===== config.mk =====
export PLATFORM = sky130hd
export DESIGN_NAME = source_text_tokenizer
export DESIGN_NICKNAME = d
export VERILOG_FILES = /design/src/rtl/stt_pkg.sv /design/src/rtl/stt_front.sv /design/src/rtl/stt_queue.sv /design/src/rtl/stt_back.sv /design/src/rtl/source_text_tokenizer.sv
export SDC_FILE = /design/constraint.sdc
export NUM_CORES = 1
export LEC_CHECK = 0
export BUFFER_PORTS_ARGS = -buffer_cell sky130_fd_sc_hd__buf_2
export CAP_MARGIN = 0
export CORE_AREA = 2 2 218 220
export DETAILED_ROUTE_END_ITERATION = 7
export DIE_AREA = 0 0 220 222
export GPL_ROUTABILITY_DRIVEN = 0
export PLACE_DENSITY = 0.82
export SLEW_MARGIN = 20
export SYNTH_ARGS = -nofsm -noshare
export SYNTH_HDL_FRONTEND = slang
export SYNTH_SLANG_ARGS = --single-unit

===== constraint.sdc =====
create_clock -name aclk -period 29.5 [get_ports aclk]
set_clock_uncertainty 0.1 [all_clocks]
set_input_delay 5.9 -clock aclk [delete_from_list [all_inputs] [get_ports aclk]]
set_output_delay 5.9 -clock aclk [all_outputs]
set_load 0.02 [all_outputs]

===== src/rtl/stt_pkg.sv =====
package stt_pkg;

    localparam int TYPE_W  = 6;
    localparam int OUT_W   = 16;
    localparam int NUM_KW  = 17;
    localparam int Q_DEPTH = 4;
    localparam int Q_AW    = 2;

    localparam logic [TYPE_W-1:0] T_DEQ     = 6'd11;
    localparam logic [TYPE_W-1:0] T_EQ      = 6'd12;
    localparam logic [TYPE_W-1:0] T_INVALID = 6'd20;
    localparam logic [TYPE_W-1:0] T_STRING  = 6'd21;
    localparam logic [TYPE_W-1:0] T_SLASH   = 6'd27;
    localparam logic [TYPE_W-1:0] T_KW0     = 6'd32;
    localparam logic [TYPE_W-1:0] T_IDENT   = 6'd49;
    localparam logic [TYPE_W-1:0] T_FLOAT   = 6'd50;
    localparam logic [TYPE_W-1:0] T_INT     = 6'd51;
    localparam logic [TYPE_W-1:0] T_UNKNOWN = 6'd52;
    localparam logic [TYPE_W-1:0] T_END     = 6'd54;

    // keywords padded to six characters with NUL, first character in the top byte
    localparam logic [47:0] KW_STR [NUM_KW] = '{
        "if\000\000\000\000", "else\000\000", "for\000\000\000", "while\000",
        "return", "class\000", "let\000\000\000", "fn\000\000\000\000",
        "i8\000\000\000\000", "i16\000\000\000", "i32\000\000\000",
        "i64\000\000\000", "u8\000\000\000\000", "u16\000\000\000",
        "u32\000\000\000", "u64\000\000\000", "bool\000\000"
    };
    localparam logic [2:0] KW_LEN [NUM_KW] = '{
        3'd2, 3'd4, 3'd3, 3'd5, 3'd6, 3'd5, 3'd3, 3'd2, 3'd2,
        3'd3, 3'd3, 3'd3, 3'd2, 3'd3, 3'd3, 3'd3, 3'd4
    };

    typedef struct packed {
        logic [TYPE_W-1:0] ttype;
        logic [OUT_W-1:0]  start;
        logic [OUT_W-1:0]  len;
        logic              fin;
    } token_t;

    typedef struct packed {
        logic [1:0]       cnt;
        token_t [2:0]     tok;
    } bundle_t;

    function automatic logic is_space(input logic [7:0] c);
        return c == 8'h20 || c == 8'h09 || c == 8'h0A || c == 8'h0D ||
               c == 8'h0B || c == 8'h0C;
    endfunction

    function automatic logic is_letter(input logic [7:0] c);
        return (c >= "a" && c <= "z") || (c >= "A" && c <= "Z");
    endfunction

    function automatic logic is_digit(input logic [7:0] c);
        return c >= "0" && c <= "9";
    endfunction

    // single punctuation code, UNKNOWN for anything else
    function automatic logic [TYPE_W-1:0] punct_code(input logic [7:0] c);
        logic [TYPE_W-1:0] t;
        case (c)
            "!":   t = 6'd0;
            "@":   t = 6'd1;
            "#":   t = 6'd2;
            "%":   t = 6'd3;
            "^":   t = 6'd4;
            "&":   t = 6'd5;
            "*":   t = 6'd6;
            "(":   t = 6'd7;
            ")":   t = 6'd8;
            "-":   t = 6'd9;
            "+":   t = 6'd10;
            "[":   t = 6'd13;
            "]":   t = 6'd14;
            "{":   t = 6'd15;
            "}":   t = 6'd16;
            ":":   t = 6'd17;
            ";":   t = 6'd18;
            8'h27: t = 6'd19;
            8'h5C: t = 6'd22;
            "|":   t = 6'd23;
            ",":   t = 6'd24;
            ".":   t = 6'd25;
            "?":   t = 6'd26;
            "<":   t = 6'd28;
            ">":   t = 6'd29;
            8'h60: t = 6'd30;
            "~":   t = 6'd31;
            default: t = T_UNKNOWN;
        endcase
        return t;
    endfunction

    // keep keywords whose character at idx equals c; idx 6 or 7 means past every keyword
    function automatic logic [NUM_KW-1:0] kw_filter(input logic [NUM_KW-1:0] mask,
                                                    input logic [2:0] idx,
                                                    input logic [7:0] c);
        logic [NUM_KW-1:0] res;
        res = '0;
        for (int k = 0; k < NUM_KW; k++) begin
            if (mask[k] && idx < 3'd6 && KW_STR[k][8*(5-int'(idx)) +: 8] == c) begin
                res[k] = 1'b1;
            end
        end
        return res;
    endfunction

endpackage


===== src/rtl/stt_front.sv =====
module stt_front import stt_pkg::*; #(
    parameter int POSITION_BITS = 16
) (
    input  logic         aclk,
    input  logic         aresetn,
    input  logic         accept,
    input  logic [7:0]   ch,
    input  logic         text_end,
    output logic         push,
    output bundle_t      bundle
);

    typedef enum logic [2:0] {
        M_IDLE, M_SLASH, M_EQ, M_STRING, M_IDENT, M_NUMBER, M_LINE, M_BLOCK
    } mode_t;

    localparam logic [POSITION_BITS-1:0] POS_MAX = {POSITION_BITS{1'b1}};
    localparam logic [POSITION_BITS-1:0] POS_ONE = POSITION_BITS'(1);
    localparam logic [POSITION_BITS-1:0] POS_TWO = POSITION_BITS'(2);

    mode_t                    mode_reg, mode_next;
    logic [POSITION_BITS-1:0] start_reg, start_next;
    logic [POSITION_BITS-1:0] pos_reg, pos_next;
    logic [POSITION_BITS-1:0] len_reg, len_next;
    logic                     dot_reg, dot_next;
    logic [NUM_KW-1:0]        kw_reg, kw_next;
    logic                     star_reg, star_next;

    token_t [2:0] tok;
    logic [1:0]   cnt;
    logic         do_pend, do_fresh, word_ch;
    logic [2:0]   kw_idx;

    function automatic logic [POSITION_BITS-1:0] sat_inc(input logic [POSITION_BITS-1:0] x);
        return (x == POS_MAX) ? x : x + POS_ONE;
    endfunction

    function automatic logic [OUT_W-1:0] to_out(input logic [POSITION_BITS-1:0] x);
        logic [31:0] w;
        w = 32'(x);
        return w[OUT_W-1:0];
    endfunction

    function automatic token_t mk(input logic [TYPE_W-1:0] t,
                                  input logic [POSITION_BITS-1:0] s,
                                  input logic [POSITION_BITS-1:0] l,
                                  input logic f);
        token_t r;
        r.ttype = t;
        r.start = to_out(s);
        r.len   = to_out(l);
        r.fin   = f;
        return r;
    endfunction

    // true when mode m holds an unfinished token
    function automatic logic has_pending(input mode_t m);
        return m == M_SLASH || m == M_EQ || m == M_STRING || m == M_IDENT ||
               m == M_NUMBER;
    endfunction

    function automatic token_t pending_tok(input mode_t m,
                                           input logic [POSITION_BITS-1:0] s,
                                           input logic [POSITION_BITS-1:0] l,
                                           input logic d,
                                           input logic [NUM_KW-1:0] kw);
        logic [TYPE_W-1:0] t;
        token_t r;
        t = T_IDENT;
        for (int k = 0; k < NUM_KW; k++) begin
            if (kw[k] && l == POSITION_BITS'(KW_LEN[k])) begin
                t = T_KW0 + TYPE_W'(k);
            end
        end
        unique case (m)
            M_SLASH:  r = mk(T_SLASH, s, POS_ONE, 1'b0);
            M_EQ:     r = mk(T_EQ, s, POS_ONE, 1'b0);
            M_STRING: r = mk(T_INVALID, s, l, 1'b0);
            M_IDENT:  r = mk(t, s, l, 1'b0);
            M_NUMBER: r = mk(d ? T_FLOAT : T_INT, s, l, 1'b0);
            default:  r = '0;
        endcase
        return r;
    endfunction

    assign word_ch = is_letter(ch) || is_digit(ch) || ch == "_";
    assign kw_idx  = (len_reg > POSITION_BITS'(7)) ? 3'd7 : len_reg[2:0];

    always_comb begin
        mode_next  = mode_reg;
        start_next = start_reg;
        len_next   = len_reg;
        dot_next   = dot_reg;
        kw_next    = kw_reg;
        star_next  = star_reg;
        tok        = '0;
        cnt        = 2'd0;
        do_pend    = 1'b0;
        do_fresh   = 1'b0;

        unique case (mode_reg)
            M_SLASH: begin
                if (ch == "/") begin
                    mode_next = M_LINE;
                end else if (ch == "*") begin
                    mode_next = M_BLOCK;
                    star_next = 1'b0;
                end else begin
                    do_pend  = 1'b1;
                    do_fresh = 1'b1;
                end
            end
            M_EQ: begin
                if (ch == "=") begin
                    tok[cnt]  = mk(T_DEQ, start_reg, POS_TWO, 1'b0);
                    cnt       = cnt + 2'd1;
                    mode_next = M_IDLE;
                end else begin
                    do_pend  = 1'b1;
                    do_fresh = 1'b1;
                end
            end
            M_STRING: begin
                len_next = sat_inc(len_reg);
                if (ch == 8'h22) begin
                    tok[cnt]  = mk(T_STRING, start_reg, len_next, 1'b0);
                    cnt       = cnt + 2'd1;
                    mode_next = M_IDLE;
                end
            end
            M_IDENT: begin
                if (word_ch) begin
                    kw_next  = kw_filter(kw_reg, kw_idx, ch);
                    len_next = sat_inc(len_reg);
                end else begin
                    do_pend  = 1'b1;
                    do_fresh = 1'b1;
                end
            end
            M_NUMBER: begin
                if (is_digit(ch) || ch == ".") begin
                    if (ch == ".") begin
                        dot_next = 1'b1;
                    end
                    len_next = sat_inc(len_reg);
                end else begin
                    do_pend  = 1'b1;
                    do_fresh = 1'b1;
                end
            end
            M_LINE: begin
                if (ch == 8'h0A) begin
                    mode_next = M_IDLE;
                end
            end
            M_BLOCK: begin
                if (star_reg && ch == "/") begin
                    mode_next = M_IDLE;
                end
                star_next = (ch == "*");
            end
            default: begin
                do_fresh = 1'b1;
            end
        endcase

        if (do_pend) begin
            tok[cnt] = pending_tok(mode_reg, start_reg, len_reg, dot_reg, kw_reg);
            cnt      = cnt + 2'd1;
        end

        if (do_fresh) begin
            mode_next  = M_IDLE;
            start_next = pos_reg;
            len_next   = POS_ONE;
            if (is_space(ch)) begin
                mode_next = M_IDLE;
            end else if (ch == "/") begin
                mode_next = M_SLASH;
            end else if (ch == "=") begin
                mode_next = M_EQ;
            end else if (ch == 8'h22) begin
                mode_next = M_STRING;
            end else if (is_letter(ch) || ch == "_") begin
                mode_next = M_IDENT;
                kw_next   = kw_filter({NUM_KW{1'b1}}, 3'd0, ch);
            end else if (is_digit(ch)) begin
                mode_next = M_NUMBER;
                dot_next  = 1'b0;
            end else begin
                tok[cnt] = mk(punct_code(ch), pos_reg, POS_ONE, 1'b0);
                cnt      = cnt + 2'd1;
            end
        end

        pos_next = sat_inc(pos_reg);

        if (text_end) begin
            if (has_pending(mode_next)) begin
                tok[cnt] = pending_tok(mode_next, start_next, len_next, dot_next, kw_next);
                cnt      = cnt + 2'd1;
            end
            tok[cnt]   = mk(T_END, pos_next, '0, 1'b1);
            cnt        = cnt + 2'd1;
            mode_next  = M_IDLE;
            start_next = '0;
            pos_next   = '0;
            len_next   = '0;
            dot_next   = 1'b0;
            kw_next    = '0;
            star_next  = 1'b0;
        end
    end

    assign push       = accept && (cnt != 2'd0);
    assign bundle.cnt = cnt;
    assign bundle.tok = tok;

    always_ff @(posedge aclk) begin
        if (!aresetn) begin
            mode_reg  <= M_IDLE;
            start_reg <= '0;
            pos_reg   <= '0;
            len_reg   <= '0;
            dot_reg   <= 1'b0;
            kw_reg    <= '0;
            star_reg  <= 1'b0;
        end else if (accept) begin
            mode_reg  <= mode_next;
            start_reg <= start_next;
            pos_reg   <= pos_next;
            len_reg   <= len_next;
            dot_reg   <= dot_next;
            kw_reg    <= kw_next;
            star_reg  <= star_next;
        end
    end

endmodule


===== src/rtl/stt_queue.sv =====
module stt_queue import stt_pkg::*; (
    input  logic     aclk,
    input  logic     aresetn,
    input  logic     push,
    input  bundle_t  wr_data,
    input  logic     pop,
    output logic     full,
    output logic     not_empty,
    output bundle_t  head
);

    bundle_t           mem [Q_DEPTH];
    logic [Q_AW-1:0]   wr_reg, rd_reg;
    logic [Q_AW:0]     count_reg;

    assign full      = (count_reg == (Q_AW+1)'(Q_DEPTH));
    assign not_empty = (count_reg != '0);
    assign head      = mem[rd_reg];

    always_ff @(posedge aclk) begin
        if (push) begin
            mem[wr_reg] <= wr_data;
        end
    end

    always_ff @(posedge aclk) begin
        if (!aresetn) begin
            wr_reg    <= '0;
            rd_reg    <= '0;
            count_reg <= '0;
        end else begin
            if (push) begin
                wr_reg <= wr_reg + Q_AW'(1);
            end
            if (pop) begin
                rd_reg <= rd_reg + Q_AW'(1);
            end
            if (push && !pop) begin
                count_reg <= count_reg + (Q_AW+1)'(1);
            end else if (pop && !push) begin
                count_reg <= count_reg - (Q_AW+1)'(1);
            end
        end
    end

endmodule


===== src/rtl/stt_back.sv =====
module stt_back import stt_pkg::*; (
    input  logic     aclk,
    input  logic     aresetn,
    input  logic     q_valid,
    input  bundle_t  q_head,
    output logic     q_pop,
    output logic     m_valid,
    input  logic     m_ready,
    output token_t   m_tok
);

    logic       valid_reg;
    token_t     tok_reg;
    logic [1:0] sub_reg;
    logic       load, last_sub;

    assign load     = !valid_reg || m_ready;
    assign last_sub = (sub_reg == q_head.cnt - 2'd1);
    assign q_pop    = load && q_valid && last_sub;
    assign m_valid  = valid_reg;
    assign m_tok    = tok_reg;

    always_ff @(posedge aclk) begin
        if (!aresetn) begin
            valid_reg <= 1'b0;
            sub_reg   <= 2'd0;
        end else if (load) begin
            valid_reg <= q_valid;
            if (q_valid) begin
                sub_reg <= last_sub ? 2'd0 : sub_reg + 2'd1;
            end
        end
    end

    always_ff @(posedge aclk) begin
        if (load && q_valid) begin
            tok_reg <= q_head.tok[sub_reg];
        end
    end

endmodule


===== src/rtl/source_text_tokenizer.sv =====
// Streaming tokenizer for source text.
// Input stream (s_): one byte of text per request in s_tdata, s_tlast on the
//   final byte of a text. Senders must not send a zero byte; it is unchecked.
// Output stream (m_): one token per request: type, start offset and length
//   in m_tdata, m_tlast set on the END token that closes each text.
// Each byte yields zero to three tokens; whitespace and comments yield none.
// A byte is classified in the front stage in the cycle it is taken; its
// tokens go into a four-entry queue and the back stage hands them out one
// per unstalled cycle through an output register.
// A byte's tokens pass through the queue and the output register to m_.
// Throughput: one byte per cycle while the queue has room; the output side
//   drains one token per unstalled cycle, so bytes that raise several tokens
//   (pending token, punctuation and END) slow intake only when the queue fills.
// Stalls: when m_tready is low the output holds its token, the queue fills
//   and s_tready drops once all four entries are taken.
// Reset (aresetn low, synchronous): lexer back to idle at offset zero, queue
//   and output emptied. After each END the lexer returns to that state too.
// Offsets and lengths saturate at 2^POSITION_BITS - 1.
module source_text_tokenizer import stt_pkg::*; #(
    parameter int POSITION_BITS = 16
) (
    input  logic        aclk,
    input  logic        aresetn,
    input  logic        s_tvalid,
    output logic        s_tready,
    input  logic [7:0]  s_tdata,   // [7:0] ch
    input  logic        s_tlast,   // text_end
    output logic        m_tvalid,
    input  logic        m_tready,
    output logic [39:0] m_tdata,   // [5:0] token_type, [21:6] token_start,
                                   // [37:22] token_length, [39:38] zero
    output logic        m_tlast    // final_token
);

    logic    accept, push, q_full, q_valid, q_pop;
    bundle_t bundle, q_head;
    token_t  out_tok;

    assign s_tready = !q_full;
    assign accept   = s_tvalid && s_tready;

    // front: lexer state and classification of each byte
    stt_front #(
        .POSITION_BITS (POSITION_BITS)
    ) u_front (
        .aclk     (aclk),
        .aresetn  (aresetn),
        .accept   (accept),
        .ch       (s_tdata),
        .text_end (s_tlast),
        .push     (push),
        .bundle   (bundle)
    );

    // decoupling queue of per-byte token groups
    stt_queue u_queue (
        .aclk      (aclk),
        .aresetn   (aresetn),
        .push      (push),
        .wr_data   (bundle),
        .pop       (q_pop),
        .full      (q_full),
        .not_empty (q_valid),
        .head      (q_head)
    );

    // back: serialize tokens onto the output register
    stt_back u_back (
        .aclk    (aclk),
        .aresetn (aresetn),
        .q_valid (q_valid),
        .q_head  (q_head),
        .q_pop   (q_pop),
        .m_valid (m_tvalid),
        .m_ready (m_tready),
        .m_tok   (out_tok)
    );

    assign m_tdata = {2'b00, out_tok.len, out_tok.start, out_tok.ttype};
    assign m_tlast = out_tok.fin;

endmodule


### Word level (Yosys, flattened, before mapping)

Memory sizes are Yosys's and may differ from the RTL's. A register that Yosys moved wholly into a read port is not among the register bits.
Index checks and enable logic that the tools add are counted.
W data, S select, Z words.

| cells by class | value |
|---|---|
| add/subtract/negate cells | 13 |
| multiply operators | 0 |
| divide/modulo/power cells | 0 |
| order comparisons | 17 |
| equality and inequality tests | 66 |
| shifts and indexed selects | 17 |
| mux-type cells | 181 |
| bitwise logic cells | 0 |
| reductions and logical operators | 108 |

Operators by type and width:

| cell | count |
|---|---|
| $mux W117 | 11 |
| $shiftx A48 B32 Y8 const A | 17 |
| $bwmux W117 | 4 |
| $pmux W39 S5 | 2 |
| $demux W39 S2 | 4 |
| $mux W39 | 8 |
| $mux W5 | 34 |
| $mux W17 | 9 |
| $mux W16 | 9 |
| $eq A8 B8 Y1 | 17 |
| $eq A16 B3 Y1 const B | 6 |
| $logic_and A1 B1 Y1 | 82 |
| $bmux W39 S2 | 1 |
| $pmux W39 S2 | 1 |
| $eq A7 B8 Y1 const A | 9 |
| $eq A16 B2 Y1 const B | 4 |
| $mux W1 | 51 |
| $mux W3 | 17 |
| $eq A8 B6 Y1 const B | 6 |
| $mux W6 | 8 |
| $pmux W16 S3 | 1 |
| $eq A8 B4 Y1 const B | 5 |
| $mux W38 | 1 |
| $mux W37 | 1 |
| other kinds (35) | 94 |

| word-level totals | value |
|---|---|
| bits in registers | 119 |
| latch bits | 0 |
| RAM bits | 476 |
| ROM bits | 768 |
| bits of input ports | 13 |
| output and inout bits | 43 |
| logic and storage cells | 420 |
| memories kept | 2 |

Memory list:

| memory | depth | width | rd ports | clocked after Yosys merged registers in | wr ports | line | RTL |
|---|---|---|---|---|---|---|---|
| (name not given) | 128 | 6 | 1 | 0 | 0 | stt_pkg.sv:62 | `case (c)` |
| u_queue.mem | 4 | 119 | 1 | 1 | 1 | stt_queue.sv:12 | `bundle_t mem [Q_DEPTH];` |

### Depth between registers and ports, before layout

| depth | value |
|---|---|
| word-level depth | 41 |
| depth in mapped cells | 26 |
| depth with buffers taken out | 23 |

### Cells and area by module

A second synthesis with hierarchy kept.

| second synthesis, totals | value |
|---|---|
| cells, all modules | 2436 |
| area total of the unflattened synthesis | 30010.0 µm² |

By module, submodules not included:

| module | times used | cells an instance | area an instance (µm²) |
|---|---|---|---|
| stt_queue | 1 | 664 | 17718.2 |
| stt_front | 1 | 1576 | 10097.2 |
| stt_back | 1 | 191 | 2165.8 |
| source_text_tokenizer | 1 | 5 | 28.8 |

### Worst setup path after synthesis

Ideal clock, no wire load.

| path | value |
|---|---|
| path kind | input -> register |
| start point | input port s_tdata[1] |
| end point | memory u_queue.mem[0][0] (netlist name) (enable) |
| library setup time | 0.492 ns |
| arrival | 12.753 ns |
| required time | 28.908 ns |
| slack | 16.155 ns |
| stages on the path | 19 |
| path buffers | 3 |
| path through | clkbuf_1 inv_1 ha_1 clkbuf_1 and3_1 a311oi_1 a211oi_2 and2_1 clkbuf_1 nor4_2 nand2_1 o21ai_0 inv_1 ha_1 mux2_2 ha_1 mux2i_1 o21a_1 and2_1 |

RTL lines:

| item | line | RTL |
|---|---|---|
| start, declared | source_text_tokenizer.sv:26 | `input logic [7:0] s_tdata,` |
| end, declared | stt_queue.sv:12 |  |

==> impl_results.md <==
- Status: finished, final reports clean
- Sequential share of power: 45.9%
- Placed cells: 2954
- Gate power share: 25.4%
- Final setup violation count: 0
- Period utilization: 46.2%
- Leakage: 0.0103 uW
- Global-route usage over all layers: 34.5%
- CP Max Fanout: 49
- Post-Synth Adder-Cell Area: 1.19%
- Fin Setup TNS: 0 ns
- Core Footprint: 46300 um^2
- Final WL: 84100 um
- Via count: 22.4k
- Rel. slew slack: 22.5%
- Gates resized, CTS repair: 0
- Port bufs: 53
- Pin count of the biggest net entering global routing: 81
- Post-CTS Setup Bufs: 0
- Register-to-Register Path Depth: 17
- CP Launch Type: input port
- R2R Path End: u_queue.mem[2][29]$_DFFE_PP_
- CTS tree: done
- Clock sink count: 597
- Worst Hold Path Cells: 2
- Simple-gate area share of the yosys netlist: 12.9%
- Fraction of layout cells with a size suffix above 1: 14.5%
- Post-route insts no fill: 3062
- Hold WC Path Type: flip-flop to flip-flop
- Wire length of the first global-routing pass: 128000 um
- GRT overflow: 0
- Die area: 48800 um^2
- R2R setup slack: 21.43 ns
- Clock buffer count from CTS: 57
- Longest Clk Path Bufs: 3
- Power Dens Cells: 76.9 nW/um^2
- # H-tree levels: 2
- Synth Instances: 2462
- Max_cap viols: 0
- Worst Max-Slew Pin Slew: 1.15 ns
- Critical setup path kind: input port to flip-flop
- Launch point of the worst reg-to-reg path: u_front.mode_reg[0]$_SDFFE_PN0P_
- Cell family with most CP delay: buffers and inverters
- Initial DRT Pass Iterations: 6
- Synth unique cells: 102
- Die Span X: 220 um
- Crit path required time: 29.65 ns
- NetSw: 764 uW
- Mux contribution to synthesized area: 11.1%
- Row count: 79
- # hold bufs at CTS: 0
- Critical path's slowest cell: buf_4
- Number of flip-flops in the largest register: 476
- IO Pins: 56
- Clock Latency Late Sink: 0.63 ns
- Final HPWL DP: 52500 um
- Layout overhead on the synthesized area: 7.56%
- Wirelength per Cell: 27.5 um
- Die Height: 222 um
- Worst VDD drop: 99.5 uV
- Hold_sp: u_back.m_valid$_SDFFE_PN0P_
- Clk slew on worst S/H paths: 0.06 ns
- Critical-path cell list: buf_2 > clkinv_1 > ha_1 > mux2_2 > a31oi_1 > a211oi_2 > and2_1 > buf_4 > nor4_2 > nand2_1 > o21ai_0 > inv_1 > ha_1 > mux2_2 > ha_1 > mux2i_1 > o21a_1 > and2_4 > buf_4 > buf_4
- CTS Root Buffer Type: clkbuf_16
- Syn avg cell area: 12.2 um^2
- Switching share of power: 30.8%
- Initial antenna violation count: 5
- Vias per Instance: 7.33
- Crit end category: flip-flop
- Compound-Gate Fraction of Synth Area: 12.9%
- Async SR Flop Fraction: 0%
- Highest Clock Rate: 73.4 MHz
- Iter 0 DRT Violations: 3772
- Largest family of logic cells by synthesized area: simple AND/OR/NAND/NOR gates
- WHS Endpoint: u_back.m_valid$_SDFFE_PN0P_
- Clock share of power: 28.7%
- Worst path bufs/invs: 6
- Hold Vio Cnt, Final: 0
- Final slew viol count: 0
- Antenna-violating nets left: 0
- YS warnings: 0
- Xor/xnor cell area share of the yosys netlist: 1.72%
- Top FF cell, synth: edfxtp_1
- Slowest Stage Delay on Critical Path: 0.72 ns
- WP data arrival: 13.76 ns
- WP depth: 20
- Vias in the first global route: 21.3k
- Final min period: 13.62 ns
- Post-synthesis sequential area ratio: 57.0%
- Synth Register Bits: 597
- Fin nets: 2447
- Unrepaired setup endpoints after global routing: false
- EDFF count, synth: 515
- # DRC: 0
- Pint: 1720 uW
- Starting Density: 64.9%
- Mapped Area: 30000 um^2
[placed cells by master, fill, tap and decap left out, types with 57 or more instances in the layout]
master	count
dfxtp_1	78
clkbuf_16	57
edfxtp_1	515
mux4_2	119
nor2_1	158
nor3_1	71
mux2i_1	59
o21ai_0	154
nand2_1	218
nand3_1	61
a21oi_1	130
[area by class of cell]
cell class                      instances  area, um^2
Antenna cell                            2        5.00
Clock buffer                           79        1530
Clock inverter                         27         256
Tap cell                              607         759
Fill cell                            3072       14000
Multi-Input combinational cell       1630       12000
Inverter                               38         143
Sequential cell                       597       17100
Timing Repair Buffer                   82         487
[power by group through the flow]
stage / combinational (uW) / sequential [uW] / clock, uW
after floorplan: 409 / 1160 / 0
after global placement: 600 / 1140 / 0
after detailed placement: 618 / 1150 / 0
final: 631 / 1140 / 712
after global routing: 671 / 1150 / 746
after CTS: 627 / 1140 / 714
[Yosys cell counts, types with 8 or more instances]
master / number / share of area, %
and2_1: 45 / 0.94
or3_1: 10 / 0.21
nand2_1: 219 / 2.7
nor3_1: 71 / 1.2
dfxtp_1: 82 / 5.5
a221oi_1: 12 / 0.35
nor2b_1: 53 / 1.1
a41oi_1: 8 / 0.23
nand3_1: 62 / 1.0
buf_2: 12 / 0.20
mux2i_1: 59 / 2.0
buf_1: 23 / 0.29
a22oi_1: 41 / 1.0
xnor2_1: 41 / 1.2
o31ai_1: 8 / 0.20
a31oi_1: 35 / 0.73
o21ai_0: 154 / 2.6
mux4_2: 119 / 8.9
nand4_1: 28 / 0.58
edfxtp_1: 515 / 52
nor2_1: 158 / 2.0
clkbuf_1: 150 / 1.9
and3_1: 21 / 0.44
a21boi_0: 8 / 0.20
a211oi_1: 18 / 0.45
ha_1: 27 / 1.1
buf_4: 8 / 0.20
a21oi_1: 131 / 2.2
nand2b_1: 14 / 0.29
and4_1: 9 / 0.26
or2_2: 21 / 0.44
nor4_1: 25 / 0.52
o22ai_1: 19 / 0.40
o21a_1: 16 / 0.40
a221o_1: 19 / 0.63
inv_1: 31 / 0.39
xor2_1: 18 / 0.53
o221ai_1: 11 / 0.32
[through the flow]
| stage | total power [uW] | area [um^2] | worst slack, ns | utilization [%] | hold slack, ns |
|---|---|---|---|---|---|
| 2_1_floorplan | 1570 | 30000 | 16.16 | - | 0.369 |
| 3_3_place_gp | 1740 | 30500 | 15.80 | 65.9 | 0.384 |
| 3_5_place_dp | 1770 | 30500 | 15.58 | 65.9 | 0.423 |
| 4_1_cts | 2480 | 32300 | 16.21 | 69.7 | 0.431 |
| 5_1_grt | 2570 | 32300 | 15.58 | 69.8 | 0.457 |
| 6_report | 2480 | 32300 | 15.88 | 69.8 | 0.422 |
[layer usage]
layer	global-route usage, %	wire length, um	vias up
met5	0	48	-
met4	13.8	4110	8
met3	7.72	10200	337
met2	52.7	38500	1800
met1	48.5	31200	10885
li1	-	-	9402
[worst max-delay path by stage]
stage,from,end,slack [ns]
2_1_floorplan,s_tdata[1],u_queue.mem[0][0]$_DFFE_PP_,16.16
3_3_place_gp,s_tdata[0],u_queue.mem[2][20]$_DFFE_PP_,15.80
3_5_place_dp,s_tdata[0],u_queue.mem[2][29]$_DFFE_PP_,15.58
4_1_cts,s_tdata[0],u_queue.mem[2][29]$_DFFE_PP_,16.21
5_1_grt,s_tdata[0],u_queue.mem[2][19]$_DFFE_PP_,15.58
6_report,s_tdata[0],u_queue.mem[2][29]$_DFFE_PP_,15.88
[cell families after synthesis]
kind of cell,after synthesis
other,1
and+or+nand+nor,773
AOI/OAI and AO/OA,586
adders and majority gates,28
DFF,597
muxes,182
buffers and inverters,236
xor gates and xnor gates,59
[tightest hold or removal path, cell delays in order, from the launching register on]
cell and delay, ns:
dfxtp_1 0.34, nand2_1 0.07, a21boi_0 0.06
(Power assumes the default switching activity.)
